## config.mk

```make
export PLATFORM = sky130hd
export DESIGN_NAME = utf8_stream_decoder_flat
export DESIGN_NICKNAME = d
export VERILOG_FILES = /design/src/sv/u8d_pkg.sv /design/src/sv/u8d_byte_if.sv /design/src/sv/u8d_cp_if.sv /design/src/sv/u8d_cfg_if.sv /design/src/sv/u8d_in_stage.sv /design/src/sv/u8d_core.sv /design/src/sv/utf8_stream_decoder.sv /design/src/flat_wrapper.sv
export SDC_FILE = /design/constraint.sdc
export NUM_CORES = 1
export LEC_CHECK = 0
export BUFFER_PORTS_ARGS = -buffer_cell sky130_fd_sc_hd__buf_2
export CAP_MARGIN = 20
export CELL_PAD_IN_SITES_DETAIL_PLACEMENT = 2
export CELL_PAD_IN_SITES_GLOBAL_PLACEMENT = 2
export CORE_ASPECT_RATIO = 1.1
export CORE_MARGIN = 4
export CORE_UTILIZATION = 40
export DETAILED_ROUTE_END_ITERATION = 8
export PLACE_DENSITY = 0.9
export SLEW_MARGIN = 40
export SYNTH_ARGS = -nofsm -noshare
export SYNTH_HDL_FRONTEND = slang
export SYNTH_SLANG_ARGS = --single-unit
```

## constraint.sdc

```tcl
create_clock -name clk_i -period 5.9 [get_ports clk_i]
set_clock_uncertainty 0.1 [all_clocks]
set_input_delay 0.885 -clock clk_i [delete_from_list [all_inputs] [get_ports clk_i]]
set_output_delay 0.885 -clock clk_i [all_outputs]
set_load 0.01 [all_outputs]
```

## src/sv/u8d_pkg.sv

```systemverilog
// ----------------------------------------------------------------------------
// u8d_pkg
// shared widths, types and the lead byte classifier for the utf-8 decoder
// ----------------------------------------------------------------------------
package u8d_pkg;

  localparam int unsigned ByteW = 8;
  localparam int unsigned CpW   = 21;
  localparam int unsigned LenW  = 3;
  localparam int unsigned PendW = 2;

  typedef logic [ByteW-1:0] byte_t;
  typedef logic [CpW-1:0]   cp_t;
  typedef logic [LenW-1:0]  len_t;
  typedef logic [PendW-1:0] pend_t;

  localparam len_t LenOne   = 3'd1;
  localparam len_t LenTwo   = 3'd2;
  localparam len_t LenThree = 3'd3;
  localparam len_t LenFour  = 3'd4;

  // range limits for the checked forms
  localparam cp_t MinTwo     = 21'h00080;
  localparam cp_t MinThree   = 21'h00800;
  localparam cp_t MinFour    = 21'h10000;
  localparam cp_t MaxCp      = 21'h10FFFF;
  localparam cp_t SurrLo     = 21'h0D800;
  localparam cp_t SurrHi     = 21'h0DFFF;

  typedef enum logic [2:0] {
    LEAD_ASCII,
    LEAD_TWO,
    LEAD_THREE,
    LEAD_FOUR,
    LEAD_BAD
  } lead_class_e;

  // payload of a lead byte once classified
  typedef struct packed {
    lead_class_e cls;
    cp_t         value;
    pend_t       pend;
    len_t        len;
  } lead_t;

  function automatic lead_t lead_decode(byte_t b);
    lead_t r;
    r.cls   = LEAD_BAD;
    r.value = '0;
    r.pend  = '0;
    r.len   = LenOne;
    unique casez (b)
      8'b0???????: begin
        r.cls   = LEAD_ASCII;
        r.value = {{(CpW-ByteW){1'b0}}, b};
      end
      8'b110?????: begin
        r.cls   = LEAD_TWO;
        r.value = {{(CpW-5){1'b0}}, b[4:0]};
        r.pend  = 2'd1;
        r.len   = LenTwo;
      end
      8'b1110????: begin
        r.cls   = LEAD_THREE;
        r.value = {{(CpW-4){1'b0}}, b[3:0]};
        r.pend  = 2'd2;
        r.len   = LenThree;
      end
      8'b11110???: begin
        r.cls   = LEAD_FOUR;
        r.value = {{(CpW-3){1'b0}}, b[2:0]};
        r.pend  = 2'd3;
        r.len   = LenFour;
      end
      default: begin
        r.cls = LEAD_BAD;
      end
    endcase
    return r;
  endfunction

  // overlong, surrogate or out of range for the given length
  function automatic logic range_bad(cp_t cp, len_t len);
    logic bad;
    case (len)
      LenTwo:   bad = (cp < MinTwo);
      LenThree: bad = (cp < MinThree) || ((cp >= SurrLo) && (cp <= SurrHi));
      default:  bad = (cp < MinFour) || (cp > MaxCp);
    endcase
    return bad;
  endfunction

endpackage

```

## src/sv/u8d_byte_if.sv

```systemverilog
// ----------------------------------------------------------------------------
// u8d_byte_if
// byte channel: one raw text byte per word
// ----------------------------------------------------------------------------
interface u8d_byte_if;
  logic                      valid;
  logic                      ready;
  logic [u8d_pkg::ByteW-1:0] byte_in;

  modport source (output valid, output byte_in, input ready);
  modport sink (input valid, input byte_in, output ready);
endinterface

```

## src/sv/u8d_cp_if.sv

```systemverilog
// ----------------------------------------------------------------------------
// u8d_cp_if
// codepoint channel: one decoded codepoint per word
// ----------------------------------------------------------------------------
interface u8d_cp_if;
  logic                     valid;
  logic                     ready;
  logic [u8d_pkg::CpW-1:0]  codepoint;
  logic [u8d_pkg::LenW-1:0] seq_length;
  logic                     error;

  modport source (output valid, output codepoint, output seq_length, output error,
                  input ready);
  modport sink (input valid, input codepoint, input seq_length, input error,
                output ready);
endinterface

```

## src/sv/u8d_cfg_if.sv

```systemverilog
// ----------------------------------------------------------------------------
// u8d_cfg_if
// configuration write channel for the check enable register
// ----------------------------------------------------------------------------
interface u8d_cfg_if;
  logic valid;
  logic ready;
  logic check_enable;

  modport source (output valid, output check_enable, input ready);
  modport sink (input valid, input check_enable, output ready);
endinterface

```

## src/sv/u8d_in_stage.sv

```systemverilog
// ----------------------------------------------------------------------------
// u8d_in_stage
// input register: holds one byte word between the port and the decode core
// ----------------------------------------------------------------------------
module u8d_in_stage (
  input  logic       clk_i,
  input  logic       rst_ni,
  u8d_byte_if.sink   byte_i,
  u8d_byte_if.source byte_o
);
  import u8d_pkg::*;

  logic  valid_q, valid_d;
  byte_t byte_q;
  logic  load;

  assign byte_i.ready = !valid_q || byte_o.ready;
  assign load         = byte_i.valid && byte_i.ready;

  always_comb begin
    valid_d = valid_q;
    if (byte_i.ready) begin
      valid_d = byte_i.valid;
    end
  end

  always_ff @(posedge clk_i or negedge rst_ni) begin
    if (!rst_ni) begin
      valid_q <= 1'b0;
    end else begin
      valid_q <= valid_d;
    end
  end

  always_ff @(posedge clk_i) begin
    if (load) begin
      byte_q <= byte_i.byte_in;
    end
  end

  assign byte_o.valid   = valid_q;
  assign byte_o.byte_in = byte_q;

endmodule

```

## src/sv/u8d_core.sv

```systemverilog
// ----------------------------------------------------------------------------
// u8d_core
// sequence state, byte decode and result register
// ----------------------------------------------------------------------------
module u8d_core (
  input  logic     clk_i,
  input  logic     rst_ni,
  input  logic     check_en_i,
  u8d_byte_if.sink byte_i,
  u8d_cp_if.source cp_o
);
  import u8d_pkg::*;

  pend_t pend_q, pend_d;
  cp_t   part_q, part_d;
  len_t  size_q, size_d;

  logic  out_valid_q, out_valid_d;
  cp_t   cp_q, cp_d;
  len_t  len_q, len_d;
  logic  err_q, err_d;

  logic  take;
  logic  emit;
  lead_t lead;
  cp_t   part_app;
  pend_t pend_dec;

  assign byte_i.ready = !out_valid_q || cp_o.ready;
  assign take         = byte_i.valid && byte_i.ready;

  assign lead     = lead_decode(byte_i.byte_in);
  assign part_app = {part_q[CpW-7:0], byte_i.byte_in[5:0]};
  assign pend_dec = pend_q - 2'd1;

  always_comb begin
    pend_d = pend_q;
    part_d = part_q;
    size_d = size_q;
    emit   = 1'b0;
    cp_d   = part_app;
    len_d  = size_q;
    err_d  = 1'b0;
    if (pend_q == '0) begin
      case (lead.cls)
        LEAD_ASCII, LEAD_BAD: begin
          emit  = 1'b1;
          cp_d  = lead.value;
          len_d = LenOne;
          err_d = (lead.cls == LEAD_BAD);
        end
        default: begin
          part_d = lead.value;
          size_d = lead.len;
          pend_d = lead.pend;
        end
      endcase
    end else begin
      pend_d = pend_dec;
      part_d = part_app;
      if (pend_dec == '0) begin
        emit   = 1'b1;
        err_d  = check_en_i && range_bad(part_app, size_q);
        part_d = '0;
        size_d = '0;
      end
    end
  end

  always_comb begin
    out_valid_d = out_valid_q;
    if (byte_i.ready) begin
      out_valid_d = take && emit;
    end
  end

  always_ff @(posedge clk_i or negedge rst_ni) begin
    if (!rst_ni) begin
      pend_q      <= '0;
      part_q      <= '0;
      size_q      <= '0;
      out_valid_q <= 1'b0;
    end else begin
      out_valid_q <= out_valid_d;
      if (take) begin
        pend_q <= pend_d;
        part_q <= part_d;
        size_q <= size_d;
      end
    end
  end

  always_ff @(posedge clk_i) begin
    if (take && emit) begin
      cp_q  <= cp_d;
      len_q <= len_d;
      err_q <= err_d;
    end
  end

  assign cp_o.valid      = out_valid_q;
  assign cp_o.codepoint  = cp_q;
  assign cp_o.seq_length = len_q;
  assign cp_o.error      = err_q;

  // open sequence always longer than what is still owed
  a_size_pend: assert property (@(posedge clk_i) disable iff (!rst_ni)
    (pend_q != '0) |-> ({1'b0, pend_q} < size_q))
    else $error("sequence size not above pending count");

  // idle state keeps no partial sequence
  a_idle_clear: assert property (@(posedge clk_i) disable iff (!rst_ni)
    (pend_q == '0) |-> ((size_q == '0) && (part_q == '0)))
    else $error("stale sequence state while idle");

  // single byte errors carry codepoint zero
  a_bad_lead: assert property (@(posedge clk_i) disable iff (!rst_ni)
    (out_valid_q && (len_q == LenOne) && err_q) |-> (cp_q == '0))
    else $error("invalid lead byte with non-zero codepoint");

  // a multi byte lead opens a sequence
  a_open: assert property (@(posedge clk_i) disable iff (!rst_ni)
    (take && (pend_q == '0) && !emit) |=> (pend_q != '0))
    else $error("lead byte did not open a sequence");

endmodule

```

## src/sv/utf8_stream_decoder.sv

```systemverilog
// ----------------------------------------------------------------------------
// utf8_stream_decoder
// streaming utf-8 decoder, one byte word in, one codepoint word per sequence
// ----------------------------------------------------------------------------
// Takes one byte per cycle on byte_i and returns one codepoint word on cp_o for
// each finished sequence (one word for an ascii byte, for an invalid lead byte,
// or on the last continuation byte). Continuation bytes are not checked for
// their marker bits; only the low six bits are used. An invalid lead byte
// gives codepoint 0, length 1 and error set. With check_enable set, overlong
// forms, surrogates and values above 0x10ffff also set error; the codepoint is
// still returned. Throughput is one byte per cycle while cp_o keeps taking
// words; an accepted byte passes the input register, then the decode step
// into the result register, before its codepoint word appears. A finished word
// left waiting on cp_o stops the decode step; the input register then takes at
// most one more byte, after which byte_i stalls until cp_o takes the word.
// check_enable resets to 1 and should be written only while the block is idle.
// ----------------------------------------------------------------------------
module utf8_stream_decoder (
  input  logic     clk_i,
  input  logic     rst_ni,
  u8d_byte_if.sink byte_i,
  u8d_cp_if.source cp_o,
  u8d_cfg_if.sink  cfg_i
);
  import u8d_pkg::*;

  // check enable register, always writable
  logic check_en_q;

  // link between the input register and the decode core
  u8d_byte_if stage_if ();

  assign cfg_i.ready = 1'b1;

  always_ff @(posedge clk_i or negedge rst_ni) begin
    if (!rst_ni) begin
      check_en_q <= 1'b1;
    end else if (cfg_i.valid && cfg_i.ready) begin
      check_en_q <= cfg_i.check_enable;
    end
  end

  // input register parts the port from the decode logic
  u8d_in_stage u_in_stage (
    .clk_i  (clk_i),
    .rst_ni (rst_ni),
    .byte_i (byte_i),
    .byte_o (stage_if.source)
  );

  // sequence state, decode and result register
  u8d_core u_core (
    .clk_i      (clk_i),
    .rst_ni     (rst_ni),
    .check_en_i (check_en_q),
    .byte_i     (stage_if.sink),
    .cp_o       (cp_o)
  );

endmodule
```

## src/flat_wrapper.sv

```systemverilog
// flat-port wrapper written by rule: the top's interface ports become plain ports
module utf8_stream_decoder_flat import u8d_pkg::*;
  (clk_i, rst_ni, byte_i_valid, byte_i_byte_in, byte_i_ready, cp_o_valid, cp_o_codepoint, cp_o_seq_length, cp_o_error, cp_o_ready, cfg_i_valid, cfg_i_check_enable, cfg_i_ready);
  u8d_byte_if byte_i_i ();
  u8d_cp_if cp_o_i ();
  u8d_cfg_if cfg_i_i ();
  input  logic clk_i;
  input  logic rst_ni;
  input wire logic [$bits(byte_i_i.valid)-1:0] byte_i_valid;
  input wire logic [$bits(byte_i_i.byte_in)-1:0] byte_i_byte_in;
  output wire logic [$bits(byte_i_i.ready)-1:0] byte_i_ready;
  output wire logic [$bits(cp_o_i.valid)-1:0] cp_o_valid;
  output wire logic [$bits(cp_o_i.codepoint)-1:0] cp_o_codepoint;
  output wire logic [$bits(cp_o_i.seq_length)-1:0] cp_o_seq_length;
  output wire logic [$bits(cp_o_i.error)-1:0] cp_o_error;
  input wire logic [$bits(cp_o_i.ready)-1:0] cp_o_ready;
  input wire logic [$bits(cfg_i_i.valid)-1:0] cfg_i_valid;
  input wire logic [$bits(cfg_i_i.check_enable)-1:0] cfg_i_check_enable;
  output wire logic [$bits(cfg_i_i.ready)-1:0] cfg_i_ready;
  assign byte_i_i.valid = byte_i_valid;
  assign byte_i_i.byte_in = byte_i_byte_in;
  assign byte_i_ready = byte_i_i.ready;
  assign cp_o_valid = cp_o_i.valid;
  assign cp_o_codepoint = cp_o_i.codepoint;
  assign cp_o_seq_length = cp_o_i.seq_length;
  assign cp_o_error = cp_o_i.error;
  assign cp_o_i.ready = cp_o_ready;
  assign cfg_i_i.valid = cfg_i_valid;
  assign cfg_i_i.check_enable = cfg_i_check_enable;
  assign cfg_i_ready = cfg_i_i.ready;
  utf8_stream_decoder u_core (.clk_i(clk_i), .rst_ni(rst_ni), .byte_i(byte_i_i), .cp_o(cp_o_i), .cfg_i(cfg_i_i));
endmodule
```

==> impl_metrics.csv <==
group,metric,value,unit
route,dr.pass1.iters,4,
timing,fin_setup_tns,0,ps
global_route,antenna_found_initial,0,
clock_network,cts_root_buffer,"clkbuf_8",
clock_network,numCtsBuffers,5,
layout,final_core_util,47.3,%
clock_network,cts_repair_resize_count,0,
synth,syn-mean-instance-area,12.8,µm²
synth,async_reset_ff_share,41.1,%
clock_network,clockBufferDepth,2,
critical_path,critical-path-slowest-cell,"nand3b_1",
power,power,0.893,mW
die,die_area,7230,µm²
die,core,5770,µm²
power,p_switching,0.265,mW
critical_path,critical-path-max-stage-delay,190,ps
die,chipWidth,81.5,µm
timing,rsz0062_at_grt,"no",
worst_hold_path,hold_path.class,"register to register",
synth,synth-simple-area-share,17.5,%
layout,n_antenna_cell,0,
die,rows,29,
critical_path,cp_num_buf_inv,2,
global_route,grt_max_degree,26,
route,wire_per_inst,19.6,µm
global_route,grt_pass1_wl,9340,µm
route,route.detailed.drc,0,
route,detail-route-antenna-nets,0,
critical_path,crit_top_cell,"buf_2",
power,power_density,328,nW/µm²
die,start_util,41.2,%
synth,synth.distinct_cells,45,
timing,min_period,2330,ps
clock_network,htreeDepth,2,
global_route,grt_pass1_vias,1782,
layout,area_delta_synth_final,14.8,%
clock_network,clkSinkCount,56,
clock_network,cts_hold_buffers,0,
clock_network,postCtsSetupBuffers,0,
clock_network,clk_pin_slew,100,ps
placed_design,portBuffers,40,
route,drtIter0Drc,87,
placed_design,dp_hpwl,4190,µm
global_route,grt_util_all_layers,17.7,%
synth,synth_cells,185,
power,intPower,0.628,mW
route,vias,1634,
synth,synth_top_family_by_area,"simple AND/OR/NAND/NOR gates",
layout,drive_above_1_share,27.1,%
power,power.leakage,1.11,nW
synth,synth_area,2370,µm²
flow_run,cap_violations,0,
timing,period_share,39.4,%
timing,holdWs,441,ps
power,clockPowerShare,24.8,%
clock_network,cts_tree,"yes",
die,die_h,88.8,µm
timing,slew_viol_final,0,
global_route,overflow,0,
synth,ys_ff_latch,56,
synth,synth_fa_ha_area_share,0,%
synth,ys_warn_count,0,
synth,syn-num-nets,199,
critical_path,crit_arrival,1340,ps
timing,hold_viol_final,0,
clock_network,worstSkewPairLatency,310,ps
synth,muxShareOfSynthArea,1.90,%
power,ir_drop,0.135,mV
timing,fmax,430,MHz
layout,fin_nets,238,
outcome,status,"complete, no violations",
critical_path,worstSetupStartpointType,"primary input",
route,drt-vias-per-instance,5.41,
critical_path,worstSetupPathType,"primary input to output pin",
synth,synth_xor_area_share,0,%
critical_path,cp.required,4910,ps
timing,max_slew.worst_pin.slew,580,ps
critical_path,path_cells,"buf_2 > nand3b_1 > buf_2",
critical_path,cp_top_family,"buffers and inverters",
critical_path,worstPathMaxFanout,3,
synth,synth_edf_count,33,
route,routed_wl,5930,µm
synth,seq_area_frac_synth,66.0,%
synth,synth_ff_type,"edfxtp_1",
power,pwr-share-seq,57.5,%
layout,fill_cells,579,
timing,slew_headroom,61.4,%
timing,setup_viol,0,
die,ios,42,
placed_design,gp_congestion,0.890,
layout,fin_area,2730,µm²
synth,synth_compound_area_share,12.0,%
placed_design,place_area,2630,µm²
power,p_sw_share,29.7,%
power,combPwrFrac,17.7,%
critical_path,cp-end-kind,"output pin",
## worst paths after layout
| path | end | slack, ps | cells after the start | start |
|---|---|---|---|---|
| worst max-delay path | byte_i_ready | 3570 | 3 | cp_o_ready |
| worst min-delay path | u_core.u_core.size_q[1] | 440 | 1 | u_core.u_core.size_q[1] |
| worst max register to register | u_core.u_core.size_q[2] | 3740 | 4 | u_core.u_core.pend_q[1] |
| worst min register to register | u_core.u_core.size_q[1] | 440 | 1 | u_core.u_core.size_q[1] |
| max in group asynchronous | u_core.check_en_q | 4880 | 1 | rst_ni |
| min in group asynchronous | u_core.u_in_stage.byte_o.valid | 450 | 1 | rst_ni |
## state kept, by name, indices dropped and copies added, names as in the netlist
name                              flops
u_core.u_core.cp_o.codepoint         21
u_core.u_core.part_q                 15
u_core.u_in_stage.byte_o.byte_in      8
u_core.u_core.cp_o.seq_length         3
u_core.u_core.size_q                  3
u_core.u_core.pend_q                  2
u_core.check_en_q                     1
u_core.u_core.cp_o.error              1
u_core.u_core.cp_o.valid              1
u_core.u_in_stage.byte_o.valid        1
## stage by stage
step	std cells	worst slack, ps
2_1_floorplan	185	3640
3_3_place_gp	294	3310
3_5_place_dp	294	3520
4_1_cts	302	3570
5_1_grt	302	3550
6_report	302	3570
## power by group through the flow
| stage | sequential (mW) | combinational (mW) | clock, mW |
|---|---|---|---|
| floorplan | 0.516 | 0.0946 | 0 |
| global placement | 0.517 | 0.150 | 0 |
| detailed placement | 0.522 | 0.161 | 0 |
| CTS | 0.514 | 0.162 | 0.224 |
| global route | 0.520 | 0.174 | 0.243 |
| finish | 0.514 | 0.158 | 0.222 |
## placed cells by master, fill, tap and decap left out, drive strengths merged, types with 2 or more instances in the layout
master,n
clkbuf,7
nor3,3
nand2b,3
nor2,6
a32o,2
nand3b,2
and2,22
edfxtp,33
dfrtp,22
a22o,4
a21oi,3
inv,5
or4,3
buf,40
nand3,4
nand2,21
mux2,4
o21ai,22
nor3b,2
## logic make-up (layout without fill, tap and decap cells)
family | Yosys count | count (layout)
multiplexers | 4 | 4
AO/OA/AOI/OAI | 40 | 40
flip-flops | 56 | 56
AND/OR/NAND/NOR | 71 | 71
other | 1 | 1
buffers and inverters | 13 | 53
## Yosys cell counts (2+ instances only)
library cell | n | area (µm²)
a21oi_1 | 3 | 15.0
a22o_1 | 4 | 35.0
a32o_1 | 2 | 20.0
and2_1 | 22 | 138
buf_2 | 4 | 20.0
clkbuf_1 | 3 | 11.3
dfrtp_1 | 22 | 551
edfxtp_1 | 33 | 991
inv_1 | 5 | 18.8
mux2_1 | 3 | 33.8
nand2_1 | 19 | 71.3
nand2b_1 | 3 | 18.8
nand3_1 | 4 | 20.0
nand3b_1 | 2 | 15.0
nor2_1 | 5 | 18.8
nor3_1 | 2 | 10.0
o21ai_0 | 2 | 10.0
o21ai_1 | 19 | 95.1
or4_1 | 2 | 15.0
## area by class of cell
class	count	area, µm²	share of cell area (%)
sequential	56	1570	57.5
tap	77	96.3	3.53
inverter	5	18.8	0.688
clock buffer	7	86.3	3.17
clock inverter	1	7.51	0.275
multi-input combinational	116	749	27.5
timing repair buffer	40	200	7.34
## worst reg2reg max path: stages, from the launching register on
cell,delay (ps)
dfrtp_1,720
nor2_1,200
o21a_1,300
nor3_2,320
mux2_1,390
## per-layer routing
metal / track usage, % / share of wire (%) / vias up
met5: 0 / 0 / -
li1: - / - / 742
met2: 31.6 / 55 / 43
met4: 6.91 / 2.1 / 0
met3: 2.85 / 4.0 / 10
met1: 21.1 / 39 / 839
Note: power is estimated with default switching activity, not from simulation.
